===== src/dnd_pkg.sv =====
package dnd_pkg;

    // Default sizes of the message store and of one output word.
    localparam int MSG_BYTES_DEF  = 512;
    localparam int WORD_BYTES_DEF = 8;

    // Length bytes with both top bits set start a compression pointer.
    localparam logic [7:0] PTR_MARK = 8'hc0;

    // Capacity register value after reset.
    localparam logic [8:0] CAP_RESET = 9'd256;

    // Input commands.
    localparam logic CMD_LOAD   = 1'b0;
    localparam logic CMD_DECODE = 1'b1;

    // Result kinds.
    localparam logic KIND_DATA   = 1'b0;
    localparam logic KIND_STATUS = 1'b1;

    // Decode completion codes.
    typedef enum logic [1:0] {
        DS_OK       = 2'd0,
        DS_PAST_END = 2'd1,
        DS_OUT_FULL = 2'd2,
        DS_BAD_PTR  = 2'd3
    } dec_status_t;

    // One input beat.
    typedef struct packed {
        logic       cmd;
        logic [8:0] addr;
        logic [7:0] data_byte;
        logic [9:0] msg_len;
        logic [8:0] name_pos;
    } in_item_t;

    // One result beat.
    typedef struct packed {
        logic        out_kind;
        logic [63:0] out_word;
        logic [3:0]  byte_count;
        logic [1:0]  status;
        logic [7:0]  name_bytes;
        logic [9:0]  wire_len;
        logic        last;
    } out_item_t;

    // Controller states.
    typedef enum logic [3:0] {
        S_IDLE,
        S_LEN_RD,
        S_LEN,
        S_PTR,
        S_COPY,
        S_FLUSH,
        S_EMIT_RD,
        S_EMIT_LD,
        S_STATUS
    } ctl_state_t;

    // Store read address select.
    typedef enum logic {
        RD_POS,
        RD_POS1
    } rd_sel_t;

    // Commands from the controller to the datapath.
    typedef struct packed {
        logic        load_wr;
        logic        start;
        rd_sel_t     rd_sel;
        logic        latch_len;
        logic        take_len;
        logic        take_ptr;
        logic        term;
        logic        copy_byte;
        logic        flush;
        logic        emit_rd;
        logic        emit_ld;
        logic        status_ld;
        dec_status_t err_code;
    } dnd_cmd_t;

    // Status from the datapath to the controller.
    typedef struct packed {
        logic is_ptr;
        logic is_zero;
        logic past_end;
        logic ptr2_past;
        logic label_past;
        logic cap_full;
        logic bad_ptr;
        logic rem_last;
        logic emit_done;
        logic out_free;
    } dnd_stat_t;

endpackage


===== src/dnd_ctl.sv =====
module dnd_ctl (
    input  logic               aclk,
    input  logic               aresetn,
    input  logic               s_valid,
    input  logic               s_cmd,
    output logic               s_ready,
    input  dnd_pkg::dnd_stat_t stat,
    output dnd_pkg::dnd_cmd_t  cmd
);
    import dnd_pkg::*;

    ctl_state_t  state_reg, state_next;
    dec_status_t code_reg, code_next;

    // State and completion code registers.
    always_ff @(posedge aclk) begin
        if (!aresetn) begin
            state_reg <= S_IDLE;
            code_reg  <= DS_OK;
        end else begin
            state_reg <= state_next;
            code_reg  <= code_next;
        end
    end

    // Next state and datapath commands.
    always_comb begin
        state_next   = state_reg;
        code_next    = code_reg;
        s_ready      = 1'b0;
        cmd          = '0;
        cmd.rd_sel   = RD_POS;
        cmd.err_code = code_reg;

        unique case (state_reg)
            S_IDLE: begin
                s_ready = 1'b1;
                if (s_valid) begin
                    if (s_cmd == CMD_DECODE) begin
                        cmd.start  = 1'b1;
                        code_next  = DS_OK;
                        state_next = S_LEN_RD;
                    end else begin
                        cmd.load_wr = 1'b1;
                    end
                end
            end

            S_LEN_RD: begin
                if (stat.past_end) begin
                    code_next  = DS_PAST_END;
                    state_next = S_STATUS;
                end else begin
                    cmd.rd_sel = RD_POS;
                    state_next = S_LEN;
                end
            end

            // The length byte is on the store read port here.
            S_LEN: begin
                cmd.latch_len = 1'b1;
                cmd.rd_sel    = RD_POS1;
                priority if (stat.is_ptr) begin
                    if (stat.ptr2_past) begin
                        code_next  = DS_PAST_END;
                        state_next = S_STATUS;
                    end else begin
                        state_next = S_PTR;
                    end
                end else if (stat.is_zero) begin
                    cmd.term   = 1'b1;
                    state_next = S_FLUSH;
                end else if (stat.label_past) begin
                    code_next  = DS_PAST_END;
                    state_next = S_STATUS;
                end else if (stat.cap_full) begin
                    code_next  = DS_OUT_FULL;
                    state_next = S_STATUS;
                end else begin
                    cmd.take_len = 1'b1;
                    state_next   = S_COPY;
                end
            end

            // The second pointer byte is on the store read port here.
            S_PTR: begin
                if (stat.bad_ptr) begin
                    code_next  = DS_BAD_PTR;
                    state_next = S_STATUS;
                end else begin
                    cmd.take_ptr = 1'b1;
                    state_next   = S_LEN_RD;
                end
            end

            // One label byte per cycle, the next read issued alongside.
            S_COPY: begin
                cmd.copy_byte = 1'b1;
                cmd.rd_sel    = RD_POS1;
                if (stat.rem_last) begin
                    state_next = S_LEN_RD;
                end
            end

            S_FLUSH: begin
                cmd.flush  = 1'b1;
                state_next = S_EMIT_RD;
            end

            S_EMIT_RD: begin
                if (stat.emit_done) begin
                    state_next = S_STATUS;
                end else if (stat.out_free) begin
                    cmd.emit_rd = 1'b1;
                    state_next  = S_EMIT_LD;
                end
            end

            S_EMIT_LD: begin
                cmd.emit_ld = 1'b1;
                state_next  = S_EMIT_RD;
            end

            S_STATUS: begin
                if (stat.out_free) begin
                    cmd.status_ld = 1'b1;
                    state_next    = S_IDLE;
                end
            end

            default: begin
                state_next = S_IDLE;
            end
        endcase
    end

endmodule


===== config.mk =====
export PLATFORM = sky130hd
export DESIGN_NAME = dnd_ctl
export DESIGN_NICKNAME = d
export VERILOG_FILES = /design/src/dnd_pkg.sv /design/src/dnd_ctl.sv
export SDC_FILE = /design/constraint.sdc
export NUM_CORES = 1
export LEC_CHECK = 0
export BUFFER_PORTS_ARGS = -buffer_cell sky130_fd_sc_hd__buf_2
export CORE_MARGIN = 8
export CORE_UTILIZATION = 42
export DETAILED_ROUTE_END_ITERATION = 12
export PLACE_DENSITY = 0.85
export SLEW_MARGIN = 20
export SYNTH_ARGS = -nofsm -noshare
export SYNTH_HDL_FRONTEND = slang
export SYNTH_SLANG_ARGS = --single-unit

===== constraint.sdc =====
create_clock -name aclk -period 1.4 [get_ports aclk]
set_input_delay 0.21 -clock aclk [delete_from_list [all_inputs] [get_ports aclk]]
set_output_delay 0.21 -clock aclk [all_outputs]
set_load 0.05 [all_outputs]

==> results of run 1 <==
## cell usage after synthesis
cell type,n,area (µm²)
nand2_1,11,41.3
nor2_1,10,37.5
dfxtp_1,6,120
a21oi_1,4,20.0
nand2b_1,4,25.0
buf_2,3,15.0
inv_1,3,11.3
mux2i_1,3,30.0
nor3_1,3,15.0
and3_1,2,12.5
buf_6,2,22.5
nand4_1,2,12.5
nor4b_1,2,17.5
o21a_1,2,15.0
o21ai_0,2,10.0
or2b_1,2,15.0
a21boi_1,1,7.51
a31o_1,1,8.76
and2_1,1,6.26
and4_1,1,8.76
buf_1,1,3.75
inv_2,1,3.75
nand3_1,1,5.00
nand4b_1,1,8.76
nor3b_1,1,7.51
nor4_1,1,6.26
nor4_4,1,21.3
nor4bb_1,1,10.0
o2111ai_1,1,8.76
o211a_1,1,10.0
o211ai_1,1,7.51
o22ai_1,1,6.26
o311ai_0,1,8.76
o311ai_1,1,8.76
o31a_1,1,8.76
o31ai_1,1,7.51
or2_2,1,6.26
or4_1,1,7.51
or4b_1,1,10.0
## metrics by stage
stage	setup TNS, ps	utilization, %	hold WS, ps
2_1_floorplan	-3240	-	466
3_3_place_gp	-224	71.2	445
3_5_place_dp	-826	71.2	449
4_1_cts	-2070	91.6	258
## cell families after synthesis
group,share of synthesized area (%)
AO/OA/AOI/OAI,21.0
buffers and inverters,9.26
AND/OR/NAND/NOR,45.1
multiplexers,4.94
flip-flops,19.8
## repair_timing
item / in CTS
buffers inserted: 8
pin swaps: 12
endpoints found under the setup margin: 19
gates cloned: 1
gates resized for setup: 46
==> results.md, run 1 <==
- Root Driver: clkbuf_4
- Rows: 13
- Mean Syn Cell Area: 7.24 µm²
- Yosys reg bits: 6
- Initial core utilization: 45.6%
- Placed Instances: 138
- Post-DP HPWL: 1820 µm
- DIE WIDTH: 54.1 µm
- Post-synthesis sequential area ratio: 19.8%
- I/O Buffers: 28
- Worst slack, placed: -150 ps
- Mapped Area: 608 µm²
- First error: [ERROR DPL-0038] Utilization greater than 100%, impossible to legalize
- Synth cell types: 39
- GP Congestion: 0.934
- Stopping stage: global routing
- Ys Warns: 0
- Clock buffer depth: 2
- Run status: stopped before the end
- Syn nets: 98
- Cell Area, Placed: 950 µm²
- Mapped Cells: 84
- Num CTS Buffers: 3
- # clock sinks: 6
- Largest net degree at the start of global routing: 9
- Htree depth: 1
- Ports: 29
- Die Y: 54.1 µm
- CTS Hold Buffers Added: 0
==> run 2, diff against run 1 <==
--- a/config.mk
+++ b/config.mk
@@ -6,10 +6,10 @@
 export NUM_CORES = 1
 export LEC_CHECK = 0
 export BUFFER_PORTS_ARGS = -buffer_cell sky130_fd_sc_hd__buf_2
-export CORE_MARGIN = 8
-export CORE_UTILIZATION = 42
+export CORE_AREA = 8 8 69 71
 export DETAILED_ROUTE_END_ITERATION = 12
-export PLACE_DENSITY = 0.85
+export DIE_AREA = 0 0 77 79
+export PLACE_DENSITY_LB_ADDON = 0.15
 export SLEW_MARGIN = 20
 export SYNTH_ARGS = -nofsm -noshare
 export SYNTH_HDL_FRONTEND = slang
==> results.md, run 2 <==
- Htree depth: 1 (unchanged)
- Number of global-route vias before repair: 831
- Setup WS post-layout: -172 ps
- First-pass GRT wire length: 3970 µm
- Synth cell types: 39 (unchanged)
- Die Y: 79 µm (+46%)
- Yosys reg bits: 6 (unchanged)
- Maximum vdd drop: 308 µV
- Initial antenna violation count: 0
- Fmax: 0.636 GHz
- Worst Skew: 0.921 ps
- Mapped Area: 608 µm² (unchanged)
- Crit Path Max Fanout: 4
- Mapped Cells: 84 (unchanged)
- Post-synth top area share: 19.8% (unchanged)
- Worst Hold Slack: 282 ps
- I/O Buffers: 28 (unchanged)
- Top-count cell post-synth: nand2_1
- Routed WL: 2480 µm
- Worst setup path class: reg -> out
- Area contributors post-synth: dfxtp_1 (20%), nand2_1 (6.8%), nor2_1 (6.2%)
- Compound-Gate Fraction of Synth Area: 21.0% (unchanged)
- Worst-path clk slew: 40 ps
- Run status: complete, but fails checks
- Root Driver: clkbuf_8
- Final setup fails: 13
- Post-Synth XOR/XNOR Area: 0% (unchanged)
- Post-synthesis sequential area ratio: 19.8% (unchanged)
- CTS tree: done
- WL per Instance: 13.7 µm
- Vias per cell: 4.43
- DIE WIDTH: 77 µm (+42%)
- Max cap viols: 0
- Hold Crit Class: in -> reg
- Arr. time, crit path: 1360 ps
- Layout cells sized above 1: 61.1%
- Initial core utilization: 16.0% (-30 points)
- DR pass1 iterations: 4
- Commonest cells after routing, fill and taps aside: buf_2 (16), buf_4 (16), buf_6 (13)
- Ys flop type: dfxtp_1
- Mux cell area share after synthesis: 4.94% (unchanged)
- Syn nets: 98 (unchanged)
- Failing checks: negative setup slack
- Period utilization: 112%
- Largest net degree at the start of global routing: 10
- Async SR Flop Fraction: 0% (unchanged)
- GP Congestion: 0.768 (-18%)
- DR DRC count: 0
- Yosys top cell by area: dfxtp_1
- Post-DP HPWL: 1910 µm (+5.0%)
- LEAKAGE: 0.516 nW
- CTS Hold Buffers Added: 0 (unchanged)
- Max reg flops: 4
- Ys Warns: 0 (unchanged)
- Total Routing Usage GR: 7.95%
- Num CTS Buffers: 3 (unchanged)
- Ant diodes: 0
- Simple-gate area share of the yosys netlist: 45.1% (unchanged)
- Ports: 29 (unchanged)
- Post-synth EDFFs: 0 (unchanged)
- Combinational family with the most area after synthesis: simple AND/OR/NAND/NOR gates
- RSZ-0062 raised after global routing: yes
- Finished Core Util: 33.7%
- Post-synth top cells: nand2_1 (11), nor2_1 (10), dfxtp_1 (6)
- Syn-to-layout area delta: 111%
- Cell Pwr Density: 796 nW/µm²
- Detail Route Antenna Nets: 0
- Fraction of the mapped netlist area in adder cells: 0% (unchanged)
- Clock period minus worst slack: 1570 ps
- Max Slew Vio Count: 0
- Hold Violations, Final: 0
- Clock buffer depth: 2 (unchanged)
- Rows: 23 (+10)
- Measured slew at the worst slew-check pin: 334 ps
- Core area: 3800 µm²
- CP startpoint kind: register
- 1st-iter DRT viols: 40
- Total gr overflow: 0
- Data required, critical path: 1190 ps
- # clock sinks: 6 (unchanged)
- Mean Syn Cell Area: 7.24 µm² (unchanged)
- Final nets: 147
- Vias: 802
- CP Capture Type: primary output
- Full die area: 6080 µm²
- Clk_lat worst skew: 220 ps
- Slew margin rel.: 77.4%
run 2: cell counts after synthesis:
No cell type changed its count.
run 2: critical path: stages, from the launching register on:
cell and delay [ps]:
dfxtp_4 350, buf_6 120, nor4_4 270, nand2_1 140
nor2_4 110, buf_8 150
run 2: cell families after synthesis:
family / after synthesis
simple gates: 47
compound gates: 18
mux: 3
buf+inv: 10
flops: 6
run 2: worst paths after layout:
path | start | to | slack [ps] | cells after the start
worst max register to register | state_reg[1] | state_reg[2] | -30 | 6
worst max-delay path | state_reg[0] | cmd[13] | -170 | 5
worst min-delay path | aresetn | state_reg[3] | 280 | 2
worst min register to register | code_reg[1] | code_reg[1] | 460 | 2
run 2: repair_timing:
| action | CTS | global route |
|---|---|---|
| resized for setup | 47 | 10 |
| setup buffers | 2 | 5 |
| endpoints found under the setup margin | 17 | 19 |
| hold endpoints to repair | 0 | 0 |
| gates cloned | 1 | 0 |
| pin swaps | 10 | 6 |
run 2: layout make-up:
| type | count | area [µm²] |
|---|---|---|
| Clock buffer | 3 | 41.3 |
| Timing Repair Buffer | 50 | 432 |
| Sequential cell | 6 | 135 |
| Multi-Input combinational cell | 68 | 593 |
| Inverter | 4 | 17.5 |
| Tap cell | 50 | 62.6 |
| Fill cell | 410 | 2520 |
run 2: through the flow:
| stage | cells | area, µm² | TNS, ps | setup slack (ps) | total power [mW] |
|---|---|---|---|---|---|
| after floorplan | 84 | 704 | -3240 | -503 | 0.498 |
| after global placement | 171 | 978 | -408 | -99.1 | 0.640 |
| after detailed placement | 171 | 978 | -338 | -78.0 | 0.642 |
| after CTS | 177 | 1210 | -1340 | -183 | 0.976 |
| after global routing | 181 | 1280 | -2250 | -248 | 1.08 |
| final | 181 | 1280 | -1270 | -172 | 1.02 |
run 2: layer usage:
layer | wire (µm) | track usage (%) | vias up
met4 | 19 | 3.40 | 0
met2 | 1440 | 16.1 | 7
met5 | 0 | 0 | -
met3 | 24 | 0.790 | 2
li1 | - | - | 405
met1 | 997 | 8.06 | 388
run 2: power by group:
| part | total (mW) | internal (mW) | switching (mW) |
|---|---|---|---|
| sequential | 0.209 | 0.187 | 0.0221 |
| combinational | 0.553 | 0.246 | 0.306 |
| clock | 0.258 | 0.185 | 0.0730 |
| total | 1.02 | 0.618 | 0.401 |
Note: power is estimated with default switching activity, not from simulation.
